<file path="src/rtl/window_alarm_monitor_assert.svh">
// Assertion macros for the window alarm monitor. Both forms expect clk_i and
// rst_ni in the scope where they are used.
`ifndef WINDOW_ALARM_MONITOR_ASSERT_SVH
`define WINDOW_ALARM_MONITOR_ASSERT_SVH
`ifndef NO_ASSERTIONS
`define WAM_ASSERT(lbl, prop) \
  lbl: assert property (@(posedge clk_i) disable iff (!rst_ni) (prop)) \
    else $error("window_alarm_monitor: assertion failed");
`define WAM_ASSERT_NEXT(lbl, ante, cons) \
  lbl: assert property (@(posedge clk_i) disable iff (!rst_ni) (ante) |=> (cons)) \
    else $error("window_alarm_monitor: assertion failed");
`else
`define WAM_ASSERT(lbl, prop)
`define WAM_ASSERT_NEXT(lbl, ante, cons)
`endif
`endif

</file>
<file path="src/rtl/wam_pkg.sv">
`default_nettype none

package wam_pkg;

  localparam int unsigned SAMPLE_BITS_DEF = 16;
  localparam int unsigned TICK_BITS_DEF   = 16;

  localparam int unsigned OP_W = 2;

  localparam logic [OP_W-1:0] OP_SAMPLE  = 2'd0;
  localparam logic [OP_W-1:0] OP_ENABLE  = 2'd1;
  localparam logic [OP_W-1:0] OP_DISABLE = 2'd2;

  localparam int unsigned CFG_INDEX_W = 3;

  localparam logic [CFG_INDEX_W-1:0] REG_START_DELAY  = 3'd0;
  localparam logic [CFG_INDEX_W-1:0] REG_TIMEOUT      = 3'd1;
  localparam logic [CFG_INDEX_W-1:0] REG_SETPOINT     = 3'd2;
  localparam logic [CFG_INDEX_W-1:0] REG_WARN_MARGIN  = 3'd3;
  localparam logic [CFG_INDEX_W-1:0] REG_ALARM_MARGIN = 3'd4;

  // Shared coding for the event kind, the reported band and the latched level.
  typedef enum logic [1:0] {
    LVL_NONE  = 2'd0,
    LVL_WARN  = 2'd1,
    LVL_ALARM = 2'd2
  } level_e;

  typedef struct packed {
    level_e kind;
    logic   has_warning;
    logic   has_alarm;
  } status_t;

endpackage

`default_nettype wire

</file>
<file path="src/rtl/wam_cfg_regs.sv">
`default_nettype none

module wam_cfg_regs #(
  parameter int unsigned SAMPLE_BITS = wam_pkg::SAMPLE_BITS_DEF,
  parameter int unsigned TICK_BITS   = wam_pkg::TICK_BITS_DEF,
  parameter int unsigned CFG_W       = 16
) (
  input  wire logic                                clk_i,
  input  wire logic                                rst_ni,
  input  wire logic                                valid_i,
  output logic                                     ready_o,
  input  wire logic [wam_pkg::CFG_INDEX_W-1:0]     index_i,
  input  wire logic [CFG_W-1:0]                    data_i,
  output logic [TICK_BITS-1:0]                     start_delay_o,
  output logic [TICK_BITS-1:0]                     timeout_o,
  output logic signed [SAMPLE_BITS-1:0]            setpoint_o,
  output logic [SAMPLE_BITS-2:0]                   warn_margin_o,
  output logic [SAMPLE_BITS-2:0]                   alarm_margin_o
);

  logic [TICK_BITS-1:0]          start_delay_q;
  logic [TICK_BITS-1:0]          timeout_q;
  logic signed [SAMPLE_BITS-1:0] setpoint_q;
  logic [SAMPLE_BITS-2:0]        warn_margin_q;
  logic [SAMPLE_BITS-2:0]        alarm_margin_q;

  assign ready_o = 1'b1;

  always_ff @(posedge clk_i or negedge rst_ni) begin
    if (!rst_ni) begin
      start_delay_q  <= '0;
      timeout_q      <= '0;
      setpoint_q     <= '0;
      warn_margin_q  <= '0;
      alarm_margin_q <= '0;
    end else if (valid_i) begin
      case (index_i)
        wam_pkg::REG_START_DELAY:  start_delay_q  <= data_i[TICK_BITS-1:0];
        wam_pkg::REG_TIMEOUT:      timeout_q      <= data_i[TICK_BITS-1:0];
        wam_pkg::REG_SETPOINT:     setpoint_q     <= data_i[SAMPLE_BITS-1:0];
        wam_pkg::REG_WARN_MARGIN:  warn_margin_q  <= data_i[SAMPLE_BITS-2:0];
        wam_pkg::REG_ALARM_MARGIN: alarm_margin_q <= data_i[SAMPLE_BITS-2:0];
        default: ;
      endcase
    end
  end

  assign start_delay_o  = start_delay_q;
  assign timeout_o      = timeout_q;
  assign setpoint_o     = setpoint_q;
  assign warn_margin_o  = warn_margin_q;
  assign alarm_margin_o = alarm_margin_q;

endmodule

`default_nettype wire

</file>
<file path="src/rtl/wam_judge.sv">
`default_nettype none

module wam_judge #(
  parameter int unsigned SAMPLE_BITS = wam_pkg::SAMPLE_BITS_DEF,
  parameter int unsigned TICK_BITS   = wam_pkg::TICK_BITS_DEF
) (
  input  wire logic                            clk_i,
  input  wire logic                            rst_ni,
  input  wire logic                            fire_i,
  input  wire logic [wam_pkg::OP_W-1:0]        op_i,
  input  wire logic signed [SAMPLE_BITS-1:0]   sample_i,
  input  wire logic [TICK_BITS-1:0]            start_delay_i,
  input  wire logic [TICK_BITS-1:0]            timeout_i,
  input  wire logic signed [SAMPLE_BITS-1:0]   setpoint_i,
  input  wire logic [SAMPLE_BITS-2:0]          warn_margin_i,
  input  wire logic [SAMPLE_BITS-2:0]          alarm_margin_i,
  output wam_pkg::status_t                     status_o,
  output logic signed [SAMPLE_BITS-1:0]        value_o,
  output logic signed [SAMPLE_BITS:0]          band_low_o,
  output logic signed [SAMPLE_BITS:0]          band_high_o
);

  // Tick counters hold delay plus timeout and saturate at minus one.
  localparam int unsigned CW = TICK_BITS + 2;
  localparam int unsigned BW = SAMPLE_BITS + 1;

  logic                 enabled_q, enabled_d;
  logic signed [CW-1:0] start_q, start_d;
  logic signed [CW-1:0] warn_q, warn_d;
  logic signed [CW-1:0] alarm_q, alarm_d;
  wam_pkg::level_e      report_q, report_d;
  wam_pkg::level_e      level_q, level_d;

  logic signed [CW-1:0] start_x, timeout_x, enable_total;
  logic signed [CW-1:0] warn_mid, alarm_mid;
  logic signed [BW-1:0] v_x, sp_x;
  logic signed [BW-1:0] warn_lo, warn_hi, alarm_lo, alarm_hi;
  logic                 in_warn, in_alarm, out_warn, out_alarm, start_done;

  wam_pkg::level_e      kind;
  logic signed [SAMPLE_BITS-1:0] value;
  logic signed [BW-1:0] band_lo, band_hi;

  function automatic logic signed [CW-1:0] tick_down(input logic signed [CW-1:0] c);
    return c[CW-1] ? c : c - CW'(1);
  endfunction

  assign start_x      = $signed({2'b00, start_delay_i});
  assign timeout_x    = $signed({2'b00, timeout_i});
  assign enable_total = start_x + timeout_x;

  assign v_x      = BW'(sample_i);
  assign sp_x     = BW'(setpoint_i);
  assign warn_lo  = sp_x - $signed({2'b00, warn_margin_i});
  assign warn_hi  = sp_x + $signed({2'b00, warn_margin_i});
  assign alarm_lo = sp_x - $signed({2'b00, alarm_margin_i});
  assign alarm_hi = sp_x + $signed({2'b00, alarm_margin_i});

  // Strict limits: a value equal to a limit is neither inside nor outside.
  assign in_warn   = (v_x < warn_hi) && (v_x > warn_lo);
  assign in_alarm  = (v_x < alarm_hi) && (v_x > alarm_lo);
  assign out_warn  = (v_x > warn_hi) || (v_x < warn_lo);
  assign out_alarm = (v_x > alarm_hi) || (v_x < alarm_lo);

  assign start_done = start_q[CW-1] || (start_q == '0);

  always_comb begin
    enabled_d = enabled_q;
    start_d   = start_q;
    warn_d    = warn_q;
    alarm_d   = alarm_q;
    report_d  = report_q;
    level_d   = level_q;
    warn_mid  = warn_q;
    alarm_mid = alarm_q;
    kind      = wam_pkg::LVL_NONE;
    value     = '0;
    band_lo   = '0;
    band_hi   = '0;
    case (op_i)
      wam_pkg::OP_ENABLE: begin
        start_d   = start_x;
        warn_d    = enable_total;
        alarm_d   = enable_total;
        enabled_d = 1'b1;
        report_d  = wam_pkg::LVL_NONE;
        level_d   = wam_pkg::LVL_NONE;
      end
      wam_pkg::OP_DISABLE: begin
        enabled_d = 1'b0;
        report_d  = wam_pkg::LVL_NONE;
        level_d   = wam_pkg::LVL_NONE;
      end
      wam_pkg::OP_SAMPLE: begin
        if (enabled_q && start_done) begin
          if (in_warn) warn_mid = timeout_x;
          if (in_alarm) alarm_mid = timeout_x;
          // The alarm band wins; a band already reported stays quiet.
          if (out_alarm && alarm_mid[CW-1]) begin
            if (report_q != wam_pkg::LVL_ALARM) begin
              kind    = wam_pkg::LVL_ALARM;
              value   = sample_i;
              band_lo = alarm_lo;
              band_hi = alarm_hi;
              level_d = wam_pkg::LVL_ALARM;
            end
            report_d = wam_pkg::LVL_ALARM;
          end else if (out_warn && warn_mid[CW-1]) begin
            if (report_q == wam_pkg::LVL_NONE) begin
              kind    = wam_pkg::LVL_WARN;
              value   = sample_i;
              band_lo = warn_lo;
              band_hi = warn_hi;
              if (level_q == wam_pkg::LVL_NONE) level_d = wam_pkg::LVL_WARN;
            end
            report_d = wam_pkg::LVL_WARN;
          end else begin
            report_d = wam_pkg::LVL_NONE;
          end
        end
        start_d = tick_down(start_q);
        warn_d  = tick_down(warn_mid);
        alarm_d = tick_down(alarm_mid);
      end
      default: ;
    endcase
  end

  always_ff @(posedge clk_i or negedge rst_ni) begin
    if (!rst_ni) begin
      enabled_q <= 1'b0;
      start_q   <= '0;
      warn_q    <= '0;
      alarm_q   <= '0;
      report_q  <= wam_pkg::LVL_NONE;
      level_q   <= wam_pkg::LVL_NONE;
    end else if (fire_i) begin
      enabled_q <= enabled_d;
      start_q   <= start_d;
      warn_q    <= warn_d;
      alarm_q   <= alarm_d;
      report_q  <= report_d;
      level_q   <= level_d;
    end
  end

  assign status_o.kind        = kind;
  assign status_o.has_warning = (level_d != wam_pkg::LVL_NONE);
  assign status_o.has_alarm   = (level_d == wam_pkg::LVL_ALARM);
  assign value_o              = value;
  assign band_low_o           = band_lo;
  assign band_high_o          = band_hi;

endmodule

`default_nettype wire

</file>
<file path="src/rtl/window_alarm_monitor.sv">
// Channel   Dir  Beat contents
// s_axis    in   tuser: operation; tdata: sample_value
// m_axis    out  tuser: event_kind; tdata: reported_value, band_low, band_high,
//                has_warning, has_alarm
// cfg       in   cfg_index_i selects the register, cfg_data_i carries the value
//
// One beat is accepted per cycle unless s_axis_tready is low. A beat taken is held in the input
// register, judged from it when it moves on, and its result is captured in the output register
// that drives m_axis.
// While a result waits, the input register still takes one more beat; s_axis_tready
// is low only when both stages hold a beat and m_axis_tready is low. Reset clears
// the monitor state, both valid flags and all configuration registers to zero.
`default_nettype none
`include "window_alarm_monitor_assert.svh"

module window_alarm_monitor #(
  parameter int unsigned SAMPLE_BITS = wam_pkg::SAMPLE_BITS_DEF,
  parameter int unsigned TICK_BITS   = wam_pkg::TICK_BITS_DEF,
  localparam int unsigned CfgW     = (SAMPLE_BITS > TICK_BITS) ? SAMPLE_BITS : TICK_BITS,
  localparam int unsigned InDataW  = ((SAMPLE_BITS + 7) / 8) * 8,
  localparam int unsigned OutBits  = 3 * SAMPLE_BITS + 4,
  localparam int unsigned OutDataW = ((OutBits + 7) / 8) * 8
) (
  input  wire logic                            clk_i,
  input  wire logic                            rst_ni,
  input  wire logic                            s_axis_tvalid,
  output logic                                 s_axis_tready,
  input  wire logic [InDataW-1:0]              s_axis_tdata,  // sample_value
  input  wire logic [wam_pkg::OP_W-1:0]        s_axis_tuser,  // operation
  output logic                                 m_axis_tvalid,
  input  wire logic                            m_axis_tready,
  // reported_value, band_low, band_high, has_warning, has_alarm, zero fill
  output logic [OutDataW-1:0]                  m_axis_tdata,
  output logic [1:0]                           m_axis_tuser,  // event_kind
  input  wire logic                            cfg_valid_i,
  output logic                                 cfg_ready_o,
  input  wire logic [wam_pkg::CFG_INDEX_W-1:0] cfg_index_i,
  input  wire logic [CfgW-1:0]                 cfg_data_i
);

  logic [TICK_BITS-1:0]          start_delay;
  logic [TICK_BITS-1:0]          timeout;
  logic signed [SAMPLE_BITS-1:0] setpoint;
  logic [SAMPLE_BITS-2:0]        warn_margin;
  logic [SAMPLE_BITS-2:0]        alarm_margin;

  logic                          in_valid_q;
  logic [wam_pkg::OP_W-1:0]      in_op_q;
  logic signed [SAMPLE_BITS-1:0] in_sample_q;

  logic                          out_valid_q;
  wam_pkg::status_t              out_status_q;
  logic signed [SAMPLE_BITS-1:0] out_value_q;
  logic signed [SAMPLE_BITS:0]   out_lo_q, out_hi_q;

  wam_pkg::status_t              status_d;
  logic signed [SAMPLE_BITS-1:0] value_d;
  logic signed [SAMPLE_BITS:0]   lo_d, hi_d;

  logic in_accept, advance;
  logic out_is_alarm, out_is_quiet, out_fields_zero, out_flags_clear, disable_fire;

  wam_cfg_regs #(
    .SAMPLE_BITS(SAMPLE_BITS),
    .TICK_BITS  (TICK_BITS),
    .CFG_W      (CfgW)
  ) u_cfg (
    .clk_i         (clk_i),
    .rst_ni        (rst_ni),
    .valid_i       (cfg_valid_i),
    .ready_o       (cfg_ready_o),
    .index_i       (cfg_index_i),
    .data_i        (cfg_data_i),
    .start_delay_o (start_delay),
    .timeout_o     (timeout),
    .setpoint_o    (setpoint),
    .warn_margin_o (warn_margin),
    .alarm_margin_o(alarm_margin)
  );

  // The held beat moves on when the result register is empty or being drained.
  assign advance       = in_valid_q && (!out_valid_q || m_axis_tready);
  assign s_axis_tready = !in_valid_q || advance;
  assign in_accept     = s_axis_tvalid && s_axis_tready;

  always_ff @(posedge clk_i or negedge rst_ni) begin
    if (!rst_ni) begin
      in_valid_q <= 1'b0;
    end else if (in_accept) begin
      in_valid_q <= 1'b1;
    end else if (advance) begin
      in_valid_q <= 1'b0;
    end
  end

  always_ff @(posedge clk_i) begin
    if (in_accept) begin
      in_op_q     <= s_axis_tuser;
      in_sample_q <= s_axis_tdata[SAMPLE_BITS-1:0];
    end
  end

  wam_judge #(
    .SAMPLE_BITS(SAMPLE_BITS),
    .TICK_BITS  (TICK_BITS)
  ) u_judge (
    .clk_i         (clk_i),
    .rst_ni        (rst_ni),
    .fire_i        (advance),
    .op_i          (in_op_q),
    .sample_i      (in_sample_q),
    .start_delay_i (start_delay),
    .timeout_i     (timeout),
    .setpoint_i    (setpoint),
    .warn_margin_i (warn_margin),
    .alarm_margin_i(alarm_margin),
    .status_o      (status_d),
    .value_o       (value_d),
    .band_low_o    (lo_d),
    .band_high_o   (hi_d)
  );

  always_ff @(posedge clk_i or negedge rst_ni) begin
    if (!rst_ni) begin
      out_valid_q <= 1'b0;
    end else if (advance) begin
      out_valid_q <= 1'b1;
    end else if (m_axis_tready) begin
      out_valid_q <= 1'b0;
    end
  end

  always_ff @(posedge clk_i) begin
    if (advance) begin
      out_status_q <= status_d;
      out_value_q  <= value_d;
      out_lo_q     <= lo_d;
      out_hi_q     <= hi_d;
    end
  end

  assign m_axis_tvalid = out_valid_q;
  assign m_axis_tuser  = out_status_q.kind;
  assign m_axis_tdata  = OutDataW'({out_status_q.has_alarm, out_status_q.has_warning,
                                    out_hi_q, out_lo_q, out_value_q});

  assign out_is_alarm    = out_valid_q && (out_status_q.kind == wam_pkg::LVL_ALARM);
  assign out_is_quiet    = out_valid_q && (out_status_q.kind == wam_pkg::LVL_NONE);
  assign out_fields_zero = (out_lo_q == '0) && (out_hi_q == '0) && (out_value_q == '0);
  assign out_flags_clear = out_valid_q && !out_status_q.has_warning
                           && !out_status_q.has_alarm;
  assign disable_fire    = advance && (in_op_q == wam_pkg::OP_DISABLE);

  `WAM_ASSERT(a_alarm_sets_flag, out_is_alarm |-> out_status_q.has_alarm)
  `WAM_ASSERT(a_alarm_has_warning, out_valid_q && out_status_q.has_alarm |-> out_status_q.has_warning)
  `WAM_ASSERT(a_quiet_zero_band, out_is_quiet |-> out_fields_zero)
  `WAM_ASSERT_NEXT(a_disable_clears, disable_fire, out_flags_clear)

endmodule

`default_nettype wire

</file>
<file path="config.mk">
export PLATFORM = sky130hd
export DESIGN_NAME = window_alarm_monitor
export DESIGN_NICKNAME = d
export VERILOG_FILES = /design/src/rtl/wam_pkg.sv /design/src/rtl/wam_cfg_regs.sv /design/src/rtl/wam_judge.sv /design/src/rtl/window_alarm_monitor.sv
export VERILOG_INCLUDE_DIRS = /design/src /design/src/rtl
export SDC_FILE = /design/constraint.sdc
export NUM_CORES = 1
export LEC_CHECK = 0
export BUFFER_PORTS_ARGS = -buffer_cell sky130_fd_sc_hd__buf_2
export CAP_MARGIN = 25
export CORE_UTILIZATION = 35
export CTS_BUF_LIST = sky130_fd_sc_hd__clkbuf_4
export CTS_CLUSTER_DIAMETER = 80
export DETAILED_ROUTE_END_ITERATION = 6
export GPL_TIMING_DRIVEN = 0
export PLACE_DENSITY = 0.62
export SLEW_MARGIN = 25
export SYNTH_ARGS = -nofsm -noshare
export SYNTH_HDL_FRONTEND = slang
export SYNTH_SLANG_ARGS = --single-unit
export TNS_END_PERCENT = 5
</file>
<file path="constraint.sdc">
create_clock -name clk_i -period 8.9 [get_ports clk_i]
set_input_delay 0 -clock clk_i [delete_from_list [all_inputs] [get_ports clk_i]]
set_output_delay 0 -clock clk_i [all_outputs]
set_load 0.1 [all_outputs]
</file>
==> flow_summary.yaml <==
run_status:
  status: "completed"
yosys:
  yosysTopAreaCell: "dfrtp_1"
  ys_seq_area_frac: 0.364
  async_flop_share: 0.659
  ys.flop_type: "dfrtp_1"
  syn_avg_cell_area_sq_um: 9.32
  ys_top_cells_by_area: "dfrtp_1 (22%), edfxtp_1 (14%), ha_1 (12%)"
  synth-edff-count: 72
  yosysWarnings: 0
  ys_types: 86
  synth_top_area_frac: 0.225
  synth-seq-cells: 211
  syn_inst: 1660
  synth_area_sq_um: 15500
floorplanning:
  chipHeight_um: 212
  dieArea_sq_um: 45100
  fp.dieW_um: 212
  io_pins: 103
  coreArea_sq_um: 43400
  initial_core_util: 0.357
  row_count: 76
power:
  intPower_w: 0.00270
  combPwrFrac: 0.517
  pwr-share-clk: 0.189
  peakVddDrop_mv: 0.151
  sequentialPowerShare: 0.294
  p_sw_w: 0.00225
  p_leak_nw: 7.67
  switching_share: 0.455
  p_per_area_nw_per_um2: 268
flow_run:
  maxCapViolCount: 0
place:
  port_buffers: 97
  dp_hpwl_um: 37200
  place_ws_ns: 0.377
  dp_cells: 2348
  place.gp.congestion: 0.962
worst_setup_path:
  critPathKind: "register to register"
  crit_path_end_kind: "register"
  worst_ep_required_time_ns: 9.63
  crit_start: "u_cfg.setpoint_o[0]"
  worstPathArrival_ns: 9.29
  slowest_stage: "a2111oi_4"
  r2r_slack_ns: 0.34
  cp_num_buf_inv: 1
  cp_slowest_stage_delay_ns: 0.93
  reg2reg_to: "u_judge.warn_q[12]"
  r2r_cells: 25
  path_max_fanout: 10
  reg2reg_from: "u_cfg.setpoint_o[0]"
  cp_top_family: "compound AO/OA/AOI/OAI gates"
  start_kind: "register"
clocking:
  numCtsBuffers: 61
  cts_root_buf: "clkbuf_4"
  clk_latency_ns: 0.90
  clkTransAtPathRegs_ns: 0.07
  hold_buffers: 85
  cts_setup_buffers: 0
  cts.sinks: 211
  htree_levels: 2
  cts_tree: "yes"
  ctsResizeCount: 0
  cts_buffer_depth: 3
timing:
  post-route-period-util: 0.962
  maxSlewViolCount: 0
  finalSetupViolCount: 0
  fin_crit_ns: 8.56
  relSlewSlack: 0.312
  fin_skew_ns: 0.158
  worst_pin_slew_ns: 1.03
  rsz0062_at_grt: "false"
  layout_setup_ws_ns: 0.337
  fmax_mhz: 117
  report.final.hold_viol_count: 0
  setup_tns_ns: 0
global_route:
  grt_max_degree: 75
  track_usage: 0.222
  antenna_found_initial: 1
  grt_overflow_total: 0
  first_global_vias: 13584
  grt_pass1_wl_um: 76800
final_layout:
  drive_gt1_frac: 0.156
  stdcell_count: 2536
  nets: 2110
  syn2layout_area_growth_pct: 19.0
drt:
  wl_met3_um: 3120
  first_pass_iters: 5
  vias: 13886
  ant_nets: 0
  dr_wl_met2_um: 22000
  met1_length_um: 23200
  finalWirelength_um: 49700
  dr.max_layer_used: "met4"
  vias_per_cell: 5.48
  drcViolationCount: 0
  dr.first_iter.drc_count: 973
  routedWlPerCell_um: 19.6
hold_path:
  worstHoldPathCells: 3
  hp-start: "cfg_data_i[10]"
  hold-path-endpoint: "u_cfg.start_delay_o[10]"
  hold_path_class: "primary input to register"
==> logic make-up after synthesis <==
kind of cell / Yosys count / share of synthesized area
simple gates: 517 / 0.165
mux: 88 / 0.0620
buf+inv: 172 / 0.0461
flops: 211 / 0.364
compound gates: 419 / 0.179
fa+ha+maj: 157 / 0.129
other cells: 2 / 0.000485
xor+xnor: 94 / 0.0532
==> per-layer routing <==
layer  vias to the layer above  track usage
met5                         -            0
met4                         0       0.0836
met3                       104       0.0329
met2                       473        0.349
met1                      6725        0.308
li1                       6584            -
==> cells in the final DEF, fill, tap and decap left out, types with 8 or more instances in the layout <==
master,count
a21o_1,17
clkbuf_1,53
a211oi_1,12
o22ai_1,13
o21ai_0,105
buf_2,106
edfxtp_1,72
o22a_1,24
o21a_1,9
mux2_2,63
nor3b_1,8
a21oi_1,97
o41ai_1,12
and2_1,22
inv_1,90
nor2b_1,16
nand2b_1,23
o211ai_1,12
a22oi_1,12
ha_1,152
nand4_1,10
xor2_1,29
or3_1,24
xnor2_1,65
a211o_1,8
mux2i_1,25
nor2_1,143
o31ai_1,8
o21bai_1,8
a31oi_1,11
dlygate4sd3_1,84
nand3b_1,10
nor3_1,51
clkbuf_4,96
dfrtp_1,139
nor4_1,15
nand2_1,118
nand3_1,40
==> worst reg2reg max path, stage by stage, from the launching register on <==
cell,delay [ns]
dfrtp_1,0.40
ha_1,0.25
fa_1,0.40
nor2b_1,0.17
o311a_1,0.31
o41ai_1,0.45
o221ai_1,0.27
o41ai_1,0.85
o41ai_1,0.18
or3_1,0.41
ha_1,0.31
and4_1,0.22
nand2_1,0.11
o211ai_1,0.23
mux2_2,0.39
a2111oi_4,0.93
buf_4,0.37
mux2i_1,0.22
ha_1,0.38
nor3b_1,0.34
nand2b_1,0.29
or3_1,0.46
nor3_1,0.21
xor2_1,0.09
o21ai_0,0.15
o21ai_0,0.10
==> synthesized netlist by cell type, types with 24 or more instances <==
cell type / n
o21ai_0: 105
xnor2_1: 65
xor2_1: 29
edfxtp_1: 72
nand2_1: 118
or3_1: 24
nand3_1: 40
inv_1: 90
clkbuf_1: 54
ha_1: 152
mux2i_1: 25
nor2_1: 143
nor3_1: 51
dfrtp_1: 139
a21oi_1: 97
o22a_1: 24
mux2_2: 63
==> sequential cells by signal, summed over array words and instances, names as in the netlist <==
signal and flops:
u_cfg.setpoint_o 16, u_cfg.alarm_margin_o 15, u_judge.alarm_q 18, in_sample_q 16, u_judge.enabled_q 1, m_axis_tdata 2, u_judge.warn_q 18, in_op_q 2
u_cfg.start_delay_o 16, m_axis_tvalid 1, out_hi_q 17, out_lo_q 17, u_cfg.timeout_o 16, u_cfg.warn_margin_o 15, u_judge.level_q 2, in_valid_q 1
u_judge.report_q 2, out_value_q 16, m_axis_tuser 2, u_judge.start_q 18
==> worst max path at each step <==
stage	slack [ns]	cells after the start	endpoint
after global routing	0.03	26	u_judge.warn_q[12]
after global placement	0.33	25	u_judge.warn_q[12]
after CTS	0.45	25	u_judge.warn_q[12]
after detailed placement	0.38	25	u_judge.warn_q[12]
final	0.34	25	u_judge.warn_q[12]
after floorplan	2.23	25	u_judge.warn_q[12]
==> layout make-up <==
class / instances / area, sq um
Fill cell: 4366 / 24900
Multi-Input combinational cell: 1280 / 9150
Sequential cell: 211 / 5640
Timing Repair Buffer: 185 / 1420
Tap cell: 585 / 732
Clock buffer: 95 / 713
Buffer: 79 / 368
Inverter: 93 / 349
Clock inverter: 7 / 50.0
Antenna cell: 1 / 2.50
==> stage by stage <==
| stage | total power, W | utilization | area (sq um) | hold WS [ns] |
|---|---|---|---|---|
| after floorplan | 0.00326 | - | 15500 | -0.296 |
| after CTS | 0.00494 | 0.425 | 18400 | 0.00250 |
| final | 0.00494 | 0.425 | 18400 | 0.0743 |
| after detailed placement | 0.00394 | 0.387 | 16800 | 0.0229 |
| after global routing | 0.00534 | 0.425 | 18400 | 0.0578 |
| after global placement | 0.00388 | 0.385 | 16700 | 0.180 |
==> power by group through the flow <==
stage	combinational, W	sequential [W]	clock (W)
2_1_floorplan	0.00176	0.00150	0
4_1_cts	0.00253	0.00144	0.000967
3_3_place_gp	0.00242	0.00146	0
5_1_grt	0.00284	0.00148	0.00101
3_5_place_dp	0.00248	0.00146	0
6_report	0.00256	0.00145	0.000933
No activity file was read; power rests on OpenSTA's default activity.
